$ cat src/rtl/homogeneous_point_transform_macros.svh
// assertion macros shared by the rtl
`ifndef HOMOGENEOUS_POINT_TRANSFORM_MACROS_SVH
`define HOMOGENEOUS_POINT_TRANSFORM_MACROS_SVH
`ifndef SYNTH
`define HPT_ASSERT(lbl, clk, rst_n, prop) \
    lbl: assert property (@(posedge clk) disable iff (!rst_n) prop) \
        else $error("hpt assertion failed");
`define HPT_NEVER(lbl, clk, rst_n, expr) \
    lbl: assert property (@(posedge clk) disable iff (!rst_n) !(expr)) \
        else $error("hpt forbidden condition");
`else
`define HPT_ASSERT(lbl, clk, rst_n, prop)
`define HPT_NEVER(lbl, clk, rst_n, expr)
`endif
`endif

$ cat src/rtl/hpt_pkg.sv
package hpt_pkg;
    localparam int PW = 32;
    localparam int EW = 16;
    localparam int MW = PW + EW;
    localparam int SW = 50;
    localparam int QW = 32;
    localparam int LANES = 3;
    localparam int ROWS = 4;

    typedef logic [63:0] t_row;

    typedef enum logic [1:0] {
        REG_ROW0 = 2'd0,
        REG_ROW1 = 2'd1,
        REG_ROW2 = 2'd2,
        REG_ROW3 = 2'd3
    } t_reg_idx;

    localparam t_row ROW0_RESET = 64'h0000_0000_0000_1000;
    localparam t_row ROW1_RESET = 64'h0000_0000_1000_0000;
    localparam t_row ROW2_RESET = 64'h0000_1000_0000_0000;
    localparam t_row ROW3_RESET = 64'h1000_0000_0000_0000;

    localparam logic [QW-1:0] POS_LIMIT = 32'h7fff_ffff;
    localparam logic [QW-1:0] NEG_LIMIT = 32'h8000_0000;

    typedef struct packed {
        logic [LANES-1:0][SW-1:0] num;
        logic [SW-1:0]            den;
        logic [LANES-1:0]         neg;
        logic                     w_zero;
    } t_div_req;

    typedef struct packed {
        logic [LANES-1:0][SW-1:0] rem;
        logic [LANES-1:0][QW-1:0] low;
        logic [LANES-1:0][QW-1:0] quo;
        logic [LANES-1:0]         ovf;
        logic [LANES-1:0]         neg;
        logic [SW-1:0]            den;
        logic                     w_zero;
    } t_div_st;

    typedef struct packed {
        logic [LANES-1:0][QW-1:0] coord;
        logic                     w_zero;
        logic                     clipped;
    } t_res;
endpackage

$ cat src/rtl/hpt_queue.sv
`include "homogeneous_point_transform_macros.svh"
module hpt_queue #(
    parameter int DEPTH = 2
) (
    input  logic              i_clk,
    input  logic              i_rst_n,
    input  logic              i_push,
    input  hpt_pkg::t_div_req i_data,
    output logic              o_full,
    input  logic              i_pop,
    output logic              o_valid,
    output hpt_pkg::t_div_req o_data
);
    localparam int AW = (DEPTH > 1) ? $clog2(DEPTH) : 1;
    localparam int CW = $clog2(DEPTH + 1);

    hpt_pkg::t_div_req r_mem [DEPTH];
    logic [AW-1:0]     r_wr, r_rd;
    logic [CW-1:0]     r_cnt;
    logic              push, pop;

    assign o_full  = (r_cnt == CW'(DEPTH));
    assign o_valid = (r_cnt != '0);
    assign o_data  = r_mem[r_rd];
    assign push    = i_push && !o_full;
    assign pop     = i_pop && o_valid;

    always_ff @(posedge i_clk) begin
        if (push) begin
            r_mem[r_wr] <= i_data;
        end
    end

    always_ff @(posedge i_clk) begin
        if (!i_rst_n) begin
            r_wr  <= '0;
            r_rd  <= '0;
            r_cnt <= '0;
        end else begin
            if (push) begin
                r_wr <= (r_wr == AW'(DEPTH - 1)) ? '0 : r_wr + 1'b1;
            end
            if (pop) begin
                r_rd <= (r_rd == AW'(DEPTH - 1)) ? '0 : r_rd + 1'b1;
            end
            r_cnt <= r_cnt + CW'(push) - CW'(pop);
        end
    end

    `HPT_NEVER(a_q_over, i_clk, i_rst_n, r_cnt > CW'(DEPTH))
    `HPT_ASSERT(a_q_pop_moves, i_clk, i_rst_n, pop && !push |=> r_cnt == $past(r_cnt) - 1'b1)
    `HPT_ASSERT(a_q_push_moves, i_clk, i_rst_n, push && !pop |=> r_cnt == $past(r_cnt) + 1'b1)
endmodule

$ cat config.mk
export PLATFORM = sky130hd
export DESIGN_NAME = hpt_queue
export DESIGN_NICKNAME = d
export VERILOG_FILES = /design/src/rtl/hpt_pkg.sv /design/src/rtl/hpt_queue.sv
export VERILOG_INCLUDE_DIRS = /design/src /design/src/rtl
export SDC_FILE = /design/constraint.sdc
export NUM_CORES = 1
export LEC_CHECK = 0
export ABC_AREA = 0
export BUFFER_PORTS_ARGS = -buffer_cell sky130_fd_sc_hd__buf_2
export CAP_MARGIN = 20
export CELL_PAD_IN_SITES_DETAIL_PLACEMENT = 1
export CELL_PAD_IN_SITES_GLOBAL_PLACEMENT = 1
export CORE_ASPECT_RATIO = 1.25
export CORE_UTILIZATION = 45
export DETAILED_ROUTE_END_ITERATION = 6
export PLACE_DENSITY = 0.85
export SETUP_SLACK_MARGIN = 0.15
export SLEW_MARGIN = 25
export SYNTH_ARGS = -nofsm -noshare
export SYNTH_HDL_FRONTEND = slang
export SYNTH_SLANG_ARGS = --single-unit
$ cat constraint.sdc
create_clock -name i_clk -period 13.95 [get_ports i_clk]
set_input_delay 1.395 -clock i_clk [delete_from_list [all_inputs] [get_ports i_clk]]
set_output_delay 1.395 -clock i_clk [all_outputs]
set_load 0.01 [all_outputs]
==> results.md, run 1 <==
- Outcome: completed
- Critical Path RT: 12.56 ns
- Aggregate global-route resource usage: 0.200
- CP most frequent cell: buf_4
- Setup TNS: 0 ns
- Crit share post-route: 0.361
- Cell Area, Placed: 0.0181 mm2
- Worst path cell trace: buf_4 > buf_4 > mux2_4 > buf_2
- Vias per cell: 4.85
- FF+latch count, synth: 413
- EDFF count, synth: 408
- Vias: 7,808
- Pleak: 0.00759 uW
- Worst skew pair latency: 0.54 ns
- Setup violations, final: 0
- Most common cell in the netlist: edfxtp_1
- Top cells by instance count after synthesis: 408 x edfxtp_1, 160 x mux2_4, 44 x mux2_2
- Syn Nets: 872
- Crit-path max cell delay: 0.91 ns
- CTS Sinks: 413
- Sequential share of the synthesized area: 0.791
- FP Rows: 75
- Pre-Repair DR Iteration Count: 4
- Relative slew margins: 0.356
- Cell count after synthesis: 662
- Layout cells sized above 1: 0.606
- Worst min path class: reg -> reg
- Main synth FF type: edfxtp_1
- Post-route cell area: 0.0195 mm2
- P&R area growth vs syn: 24.9%
- RePlAce Congestion: 0.758
- Fin. Hold Viols: 0
- Post-CTS Repair Setup Buffers: 0
- Area occupied by multi-input gates: 0.00304 mm2
- CTS buffer count: 42
- Total Die Area: 0.0355 mm2
- Core area: 0.0339 mm2
- Io pins: 414
- Post-CTS sizing: 0
- Clock slew at reported path FFs: 0.06 ns
- Dpl hpwl: 25,200 um
- Antenna-violating nets left: 0
- First-pass GRT wire length: 52,000 um
- Clock skew: 0.0123 ns
- Fill cell count: 3,084
- Synth area leader: edfxtp_1
- Cell area after synthesis: 0.0156 mm2
- F_max: 0.199 GHz
- Ranking of synthesized cells by area: edfxtp_1 78%, mux2_4 15%, mux2_2 3.2%, buf_6 1.4%, dfxtp_1 0.64%
- RSZ-0062 raised after global routing: no
- WHS Path Cells: 2
- Antenna violations before repair: 16
- Critical path type: reg -> out
- CTS HTree Levels: 2
- Clock Path Buffers: 3
- Vias in the first global route: 8,698
- Port Buffer Count: 413
- Top-area cell type share of the netlist area: 0.784
- Post-route DRC: 0
- Initial Util: 0.461
- Peak supply drop: 0.131 mV
- Final wirelength: 36,400 um
- Post-layout min period: 5.04 ns
- Yosys Warn Count: 0
- # Max-Cap Violations: 0
- Initial DRC Count: 483
- Worst-Margin Slew: 0.966 ns
- Post-Syn Area per Cell: 23.6 um2
- CTS tree: done
- Crit path DAT: 3.64 ns
- Die H: 210 um
- CP max FO: 53
- Post-synth cell types: 19
- CTS Hold Bufs: 0
- Total gr overflow: 0
- Pin count of the biggest net entering global routing: 75
- PwrDens: 195 mW/mm2
- Avg WL per Cell: 22.6 um
- CP endpoint kind: output port
- CP max stage cell: dfxtp_4
- NumNets Final: 1,315
- R2r worst-path depth: 5
- Die width: 169 um
- Sequential cell area: 0.0124 mm2
- Clock Tree Root: clkbuf_16
- Max-slew violations: 0
- Critical Path Source Type: flip-flop
- Async S/R FF share, synth: 0
## placed cells by master (no fill, tap or decap), types with 2 or more instances in the layout
| cell type | count |
|---|---|
| nand2_1 | 2 |
| mux2_2 | 44 |
| buf_6 | 3 |
| clkinv_1 | 8 |
| diode_2 | 10 |
| and2_1 | 2 |
| clkbuf_1 | 10 |
| dfxtp_1 | 4 |
| clkbuf_16 | 45 |
| mux2_4 | 160 |
| buf_2 | 413 |
| buf_4 | 6 |
| bufinv_16 | 3 |
| nand2b_1 | 2 |
| edfxtp_1 | 408 |
| clkinv_2 | 9 |
| inv_1 | 3 |
| ha_1 | 2 |
| nor2_1 | 3 |
## final timing paths
path,from,to,slack (ns)
worst min register to register,r_wr$_SDFFE_PN0P_,r_wr$_SDFFE_PN0P_,0.53
worst min-delay path,r_wr$_SDFFE_PN0P_,r_wr$_SDFFE_PN0P_,0.53
worst max register to register,r_cnt[0]$_SDFF_PN0_,r_mem[0][131]$_DFFE_PP_,11.22
worst max-delay path,flip-flop,o_data[34],8.91
## worst max-delay path, delay by kind of cell, from the launching register on
kind | cells | cell delay, ns
DFF | 1 | 0.91
buffers and inverters | 3 | 1.76
muxes | 1 | 0.36
## layer usage
layer | global-route usage | part of all wire | vias to the layer above
li1 | - | - | 3529
met1 | 0.204 | 0.34 | 3866
met2 | 0.375 | 0.55 | 311
met3 | 0.0554 | 0.064 | 90
met4 | 0.0959 | 0.036 | 12
met5 | 0 | 0.0023 | -
## cell families after synthesis
kind of cell | synth area share
compound gates | 0.000481
mux | 0.186
simple gates | 0.00417
fa+ha+maj | 0.00160
flops | 0.791
buf+inv | 0.0157
xor+xnor | 0.00112
## cell type report
cell class	instances	area share
inverter	3	0.000577
tap	462	0.0296
sequential	413	0.633
timing repair buffer	422	0.110
clock buffer	56	0.0603
multi-input combinational	223	0.156
antenna	10	0.00128
clock inverter	22	0.00930
## state kept, by name, summed over array words and instances, names as in the netlist, named ones only
register,flops
r_cnt,2
r_mem,408
r_rd,1
r_wr,1
## metrics by stage
stage	utilization	hold WS (ns)	cells	power, uW	setup WS, ns
3_3_place_gp	0.535	0.496	1523	2700	9.50
4_1_cts	0.575	0.543	1601	3860	8.83
5_1_grt	0.576	0.561	1611	3960	8.70
3_5_place_dp	0.535	0.519	1523	2750	9.40
6_report	0.576	0.533	1611	3810	8.91
2_1_floorplan	-	0.455	662	2440	3.23
## report_power, final
| group | switching, uW | total (uW) | internal (uW) |
|---|---|---|---|
| Combinational | 520 | 1020 | 505 |
| Clock | 451 | 1100 | 649 |
| Sequential | 84.5 | 1690 | 1600 |
| Total | 1060 | 3810 | 2760 |
Power figures use the tool's default switching activity.
==> inputs of run 2 (changes only) <==
Settings changed: ABC_AREA 0 to 1, CORE_UTILIZATION 45 to 40, PLACE_DENSITY 0.85 to 0.8.
Clock period 13.95 ns to 4.5 ns, I/O delays scaled along.
==> run 2 against run 1 <==
Compared with the run above:
- wire length is 2.8% lower
- global-route usage fell by 2.8 points
- final area increased by 1.1%
- synthesized area is essentially flat
- register-to-register slack worse by 9.0 ns
- clock skew decreased by 0.0031 ns
- first-iteration DRC count is 27% lower
- critical path type unchanged
==> results.md, run 2 <==
- Async S/R FF share, synth: 0 (unchanged)
- Critical Path Source Type: flip-flop (unchanged)
- Die H: 223 um (was 210 um)
- Setup TNS: 0 ns (unchanged)
- Total gr overflow: 0 (unchanged)
- R2r worst-path depth: 6 (was 5)
- Cell area after synthesis: 0.0156 mm2 (about the same)
- Critical Path Sink: o_data[40] (was o_data[34])
- Dpl hpwl: 24,500 um (was 25,200 um)
- # Max-Cap Violations: 0 (unchanged)
- Top-area cell type share of the netlist area: 0.784 (about the same)
- Setup violations, final: 0 (unchanged)
- CTS Hold Bufs: 0 (unchanged)
- Crit-path max cell delay: 0.96 ns (was 0.91 ns)
- Antenna-violating nets left: 0 (unchanged)
- NumNets Final: 1,337 (was 1,315)
- Post-Syn Area per Cell: 23.2 um2 (was 23.6 um2)
- Worst skew pair latency: 0.53 ns (was 0.54 ns)
- Vias in the first global route: 8,774 (was 8,698)
- Pre-Repair DR Iteration Count: 4 (unchanged)
- CTS HTree Levels: 2 (unchanged)
- FF+latch count, synth: 413 (unchanged)
- Avg WL per Cell: 21.4 um (was 22.6 um)
- P&R area growth vs syn: 26.2% (was 24.9%)
- Port Buffer Count: 413 (unchanged)
- Final Util: 0.514 (was 0.576)
- FP Rows: 80 (was 75)
- Post-route cell area: 0.0197 mm2 (was 0.0195 mm2)
- Total Die Area: 0.0399 mm2 (was 0.0355 mm2)
- Pre-CTS WS: 1.95 ns (was 9.40 ns)
- Final wirelength: 35,400 um (was 36,400 um)
- Critical R2R Launch: r_cnt[0]$_SDFF_PN0_ (unchanged)
- Top cells by instance count after synthesis: 408 x edfxtp_1, 160 x mux2_4, 44 x mux2_2 (unchanged)
- Worst path cell trace: buf_12 > mux2_4 > buf_2 (was buf_4 > buf_4 > mux2_4 > buf_2)
- Cell Area, Placed: 0.0183 mm2 (was 0.0181 mm2)
- Io pins: 414 (unchanged)
- R2R Setup Slk: 2.20 ns (was 11.22 ns)
- CP endpoint kind: output port (unchanged)
- Post-layout min period: 2.91 ns
- Main synth FF type: edfxtp_1 (unchanged)
- Clock Tree Root: clkbuf_16 (unchanged)
- Crit path DAT: 2.46 ns (was 3.64 ns)
- R2R Path End: r_mem[1][103]$_DFFE_PP_ (was r_mem[0][131]$_DFFE_PP_)
- Crit share post-route: 0.648
- CTS tree: done (unchanged)
- Most common cell in the netlist: edfxtp_1 (unchanged)
- Yosys Warn Count: 0 (unchanged)
- Clock skew: 0.00921 ns (was 0.0123 ns)
- Outcome: completed (unchanged)
- Max reg flops: 408 (unchanged)
- Aggregate global-route resource usage: 0.173 (was 0.200)
- Syn Nets: 883 (was 872)
- Synth area leader: edfxtp_1 (unchanged)
- CTS buffer count: 43 (was 42)
- Worst setup margin: 1.59 ns (was 8.91 ns)
- Die width: 179 um (was 169 um)
- Critical path type: reg -> out (unchanged)
- Core area: 0.0383 mm2 (was 0.0339 mm2)
- Post-route DRC: 0 (unchanged)
- Antenna violations before repair: 9 (was 16)
- Cell count after synthesis: 673 (was 662)
- F_max: 0.343 GHz
- Pleak: 0.00768 uW (was 0.00759 uW)
- CP max FO: 57 (was 53)
- Relative slew margins: 0.342 (was 0.356)
- Fill cell count: 3,616 (was 3,084)
- Critical Path RT: 4.05 ns (was 12.56 ns)
- Clock slew at reported path FFs: 0.06 ns (about the same)
- Vias: 7,850 (was 7,808)
- Layout cells sized above 1: 0.601 (was 0.606)
- Initial DRC Count: 352 (was 483)
- Worst-Margin Slew: 0.985 ns (was 0.966 ns)
- Post-CTS Repair Setup Buffers: 0 (unchanged)
- Clock Path Buffers: 3 (unchanged)
- Sequential share of the synthesized area: 0.790 (was 0.791)
- RePlAce Congestion: 0.746 (was 0.758)
- Most frequent cells in the layout: 413 x buf_2, 408 x edfxtp_1, 160 x mux2_4 (unchanged)
- Biggest regs: r_mem (408), r_cnt (2) (unchanged)
- Vias per cell: 4.74 (was 4.85)
- Ranking of synthesized cells by area: edfxtp_1 78%, mux2_4 15%, mux2_2 3.2%, buf_6 1.4%, dfxtp_1 0.64% (unchanged)
- PwrDens: 573 mW/mm2 (was 195 mW/mm2)
- Post-synth cell types: 12 (was 19)
- Top reg by flops: r_mem (unchanged)
- Fin. Hold Viols: 0 (unchanged)
- EDFF count, synth: 408 (unchanged)
- Worst Hold Slack: 0.105 ns (was 0.533 ns)
- First-pass GRT wire length: 50,800 um (was 52,000 um)
- Initial Util: 0.408 (was 0.461)
- Peak supply drop: 0.402 mV (was 0.131 mV)
- CTS Sinks: 413 (unchanged)
- RSZ-0062 raised after global routing: no (unchanged)
- Max-slew violations: 0 (unchanged)
- CP max stage cell: dfxtp_4 (unchanged)
- Most common cell after layout, fill and taps aside: buf_2 (unchanged)
- Worst min path class: in -> reg (was reg -> reg)
- Post-CTS sizing: 0 (unchanged)
- Pin count of the biggest net entering global routing: 81 (was 75)
## run 2: changes by cell type after synthesis, moves of 2 or more
cell / change
a21oi_1: +2
and2_1: -2
inv_1: +6
nand2_1: +7
nand2b_1: -2
nand3_1: +3
nor2_1: +4
## run 2: through the flow
step	total power (uW)	std cells
floorplan	6970	673
global placement	7890	1573
detailed placement	8010	1573
CTS	11500	1648
global route	11800	1656
finish	11300	1656
## run 2: worst min-delay path by stage
stage	startpoint	end	cells past startpoint
final	i_data[95]	r_mem[0][95]$_DFFE_PP_	1
after global routing	i_data[36]	r_mem[0][36]$_DFFE_PP_	1
after CTS	i_data[28]	r_mem[1][28]$_DFFE_PP_	1
after detailed placement	r_rd$_SDFFE_PN0P_	flip-flop	2
after global placement	r_rd$_SDFFE_PN0P_	r_rd$_SDFFE_PN0P_	2
after floorplan	r_rd$_SDFFE_PN0P_	flip-flop	2
## run 2: logic make-up (layout without fill, tap and decap cells)
family / count (synthesis) / count (layout) / share of synthesized area
AOI/OAI and AO/OA: 2 / 2 / 0.000640
adders and majority gates: 2 / 2 / 0.00160
buffers and inverters: 32 / 516 / 0.0171
DFF: 413 / 413 / 0.790
muxes: 204 / 204 / 0.185
other: 0 / 7 / 0
and+or+nand+nor: 20 / 20 / 0.00504
## run 2: area by class of cell
cell class | instances | area [um2] | area share
Timing Repair Buffer | 432 | 2320 | 0.118
Inverter | 9 | 37.5 | 0.00190
Clock inverter | 23 | 204 | 0.0103
Clock buffer | 52 | 1150 | 0.0584
Antenna cell | 7 | 17.5 | 0.000888
Sequential cell | 413 | 12400 | 0.626
Multi-Input combinational cell | 228 | 3020 | 0.153
Tap cell | 492 | 616 | 0.0312
## run 2: critical path, delay by kind of cell, from the launching register on
kind	cells	cell delay (ns)
DFF	1	0.96
buffers and inverters	2	0.53
muxes	1	0.34
## run 2: power by group
part | internal (uW) | switching (uW)
clock network | 2040 | 1370
registers | 4880 | 218
logic | 1380 | 1420
## run 2: metal layers
metal | up-vias | track usage | wire [um]
li1 | 3584 | - | -
met1 | 3900 | 0.170 | 12000
met2 | 286 | 0.329 | 19900
met3 | 78 | 0.0424 | 2140
met4 | 2 | 0.0815 | 1320
met5 | - | 0 | 11
==> inputs of run 3 (changes only) <==
Settings changed: ABC_AREA 1 to 0.
Clock period 4.5 ns to 2.55 ns, I/O delays scaled along.
==> run 3 against run 2 <==
Compared with the run above:
- clock skew increased by 0.011 ns
- sequential share of layout area decreased by 6.3 points
- final cell count up 12%
- critical endpoint is now o_data[191]
- highest routed layer is now met4
- total power increased by 93%
- combinational power up 130%
- setup slack worse by 1.2 ns
==> results.md, run 3 (synthesized netlist as in run 1, its figures left out) <==
- Outcome: completed (unchanged)
- Sequential cell area: 0.0124 mm2 (about the same)
- Peak supply drop: 0.870 mV (was 0.402 mV)
- Layout cells sized above 1: 0.529 (was 0.601)
- CTS buffer count: 41 (was 43)
- Max-slew violations: 0 (unchanged)
- CP max FO: 37 (was 57)
- RSZ-0062 raised after global routing: no (unchanged)
- F_max: 0.464 GHz
- Post-CTS sizing: 0 (unchanged)
- Io pins: 414 (unchanged)
- Pre-CTS WS: 0.767 ns (was 1.95 ns)
- Worst path cell trace: buf_12 > buf_12 > mux2_2 > buf_2 (was buf_12 > mux2_4 > buf_2)
- Critical Path RT: 2.30 ns (was 4.05 ns)
- Fin. Hold Viols: 0 (unchanged)
- CP most frequent cell: buf_12
- FP Rows: 80 (unchanged)
- Worst-Margin Slew: 0.489 ns (was 0.985 ns)
- Vias in the first global route: 10,088 (was 8,774)
- Die width: 179 um (about the same)
- Aggregate global-route resource usage: 0.212 (was 0.173)
- Crit-path max cell delay: 0.39 ns (was 0.96 ns)
- Worst setup margin: 0.394 ns (was 1.59 ns)
- Pint: 15,600 uW (was 8300 uW)
- Sequential power share: 0.418 (was 0.451)
- Total Die Area: 0.0398 mm2 (was 0.0399 mm2)
- Post-route DRC: 0 (unchanged)
- Worst skew pair latency: 0.54 ns (was 0.53 ns)
- DR WL met2: 24,400 um (was 19,900 um)
- Most frequent cells in the layout: 413 x buf_2, 408 x edfxtp_1, 205 x dlygate4sd3_1 (was 413 x buf_2, 408 x edfxtp_1, 160 x mux2_4)
- Post-layout min period: 2.16 ns
- NumNets Final: 1,548 (was 1,337)
- CTS Sinks: 413 (unchanged)
- Pre-Repair DR Iteration Count: 4 (unchanged)
- Net Switching: 6210 uW (was 3010 uW)
- Vias: 8,859 (was 7,850)
- Clock Path Buffers: 3 (unchanged)
- CP max stage cell: dfxtp_4 (unchanged)
- Die H: 223 um (about the same)
- Relative slew margins: 0.674 (was 0.342)
- Antenna violations before repair: 1 (was 9)
- Total gr overflow: 0 (unchanged)
- Worst min path class: in -> reg (unchanged)
- CTS tree: done (unchanged)
- Pin count of the biggest net entering global routing: 53 (was 81)
- Area occupied by multi-input gates: 0.00305 mm2 (was 0.00302 mm2)
- Switch share: 0.285 (was 0.266)
- First-pass GRT wire length: 61,400 um (was 50,800 um)
- Pleak: 0.00863 uW (was 0.00768 uW)
- Clock skew: 0.0206 ns (was 0.00921 ns)
- Critical Path Source Type: flip-flop (unchanged)
- Initial Util: 0.407 (was 0.408)
- Comb pwr share: 0.301 (was 0.247)
- Final wirelength: 42,800 um (was 35,400 um)
- RePlAce Congestion: 0.798 (was 0.746)
- Crit path DAT: 1.90 ns (was 2.46 ns)
- P&R area growth vs syn: 40.5% (was 26.2%)
- CP endpoint kind: output port (unchanged)
- Clock slew at reported path FFs: 0.06 ns (about the same)
- Initial DRC Count: 409 (was 352)
- Setup violations, final: 0 (unchanged)
- PwrDens: 994 mW/mm2 (was 573 mW/mm2)
- Top sig layer: met4 (was met5)
- Biggest regs: r_mem (408), r_cnt (2) (unchanged)
- Post-Route M1 WL: 14,200 um (was 12,000 um)
- Antenna-violating nets left: 0 (unchanged)
- Vias per cell: 4.76 (was 4.74)
- Fill cell count: 3,499 (was 3,616)
- Met3 Wirelength: 2350 um (was 2140 um)
- Max reg flops: 408 (unchanged)
- Crit share post-route: 0.845
- Clock Tree Root: clkbuf_16 (unchanged)
- Dpl hpwl: 26,100 um (was 24,500 um)
- Core area: 0.0383 mm2 (unchanged)
- Setup TNS: 0 ns (unchanged)
- Most common cell after layout, fill and taps aside: buf_2 (unchanged)
- Total Power: 21,800 uW (was 11,300 uW)
- CTS HTree Levels: 2 (unchanged)
- Clock network fraction of total power: 0.282 (was 0.302)
- # Max-Cap Violations: 0 (unchanged)
- Avg WL per Cell: 23.0 um (was 21.4 um)
- Top reg by flops: r_mem (unchanged)
- Port Buffer Count: 413 (unchanged)
- Critical path type: reg -> out (unchanged)
[run 3: changes by cell type in the layout (fill, tap and decap cells not counted), moves of 5 or more]
cell           change
diode_2            -5
clkinv_2           +5
buf_4             +14
inv_1              -5
buf_12             +5
clkinv_1           -6
nand2_1            -8
dlygate4sd3_1    +205
[run 3: routing by layer]
metal	vias to the layer above	track usage
met5	-	0
met4	0	0.102
met3	97	0.0433
met2	347	0.413
met1	4424	0.205
li1	3991	-
[run 3: worst max-delay path, delay by kind of cell, from the launching register on]
family	cells	cell delay [ns]
buf+inv	3	0.58
flops	1	0.39
mux	1	0.38
[run 3: per-stage QoR]
step	instances	hold slack [ns]	instance area (um2)	utilization
3_3_place_gp	1574	0.442	18500	0.482
5_1_grt	1860	0.0311	21900	0.572
2_1_floorplan	662	0.354	15600	-
3_5_place_dp	1574	0.447	18500	0.482
6_report	1861	0.0487	21900	0.572
4_1_cts	1851	0.0250	21900	0.570
[run 3: layout make-up]
type                            count  share of cell area
Sequential cell                   413               0.563
Timing Repair Buffer              656               0.209
Multi-Input combinational cell    223               0.139
Clock buffer                       46              0.0476
Tap cell                          492              0.0281
Clock inverter                     26              0.0128
Inverter                            3            0.000513
Antenna cell                        2            0.000228
[run 3: final timing paths]
kind                       start                endpoint  slack [ns]  depth (start not counted)
max                    flip-flop             o_data[191]        0.39                          4
min                       i_push       r_wr$_SDFFE_PN0P_        0.05                          3
max reg2reg  r_cnt[0]$_SDFF_PN0_  r_mem[0][27]$_DFFE_PP_        0.81                          5
min reg2reg    r_wr$_SDFFE_PN0P_       r_wr$_SDFFE_PN0P_        0.53                          2
[run 3: power groups by stage]
stage | Sequential, uW | Clock, uW | Combinational [uW]
detailed placement | 9250 | 0 | 6100
CTS | 9110 | 6160 | 6400
global placement | 9160 | 0 | 5950
floorplan | 9180 | 0 | 3930
finish | 9110 | 6150 | 6560
global route | 9180 | 6480 | 6940
[run 3: what timing repair did]
action,CTS,global route
hold buffers,205,0
buffers inserted,0,8
hold endpoints to repair,410,0
setup endpoints to repair,0,46
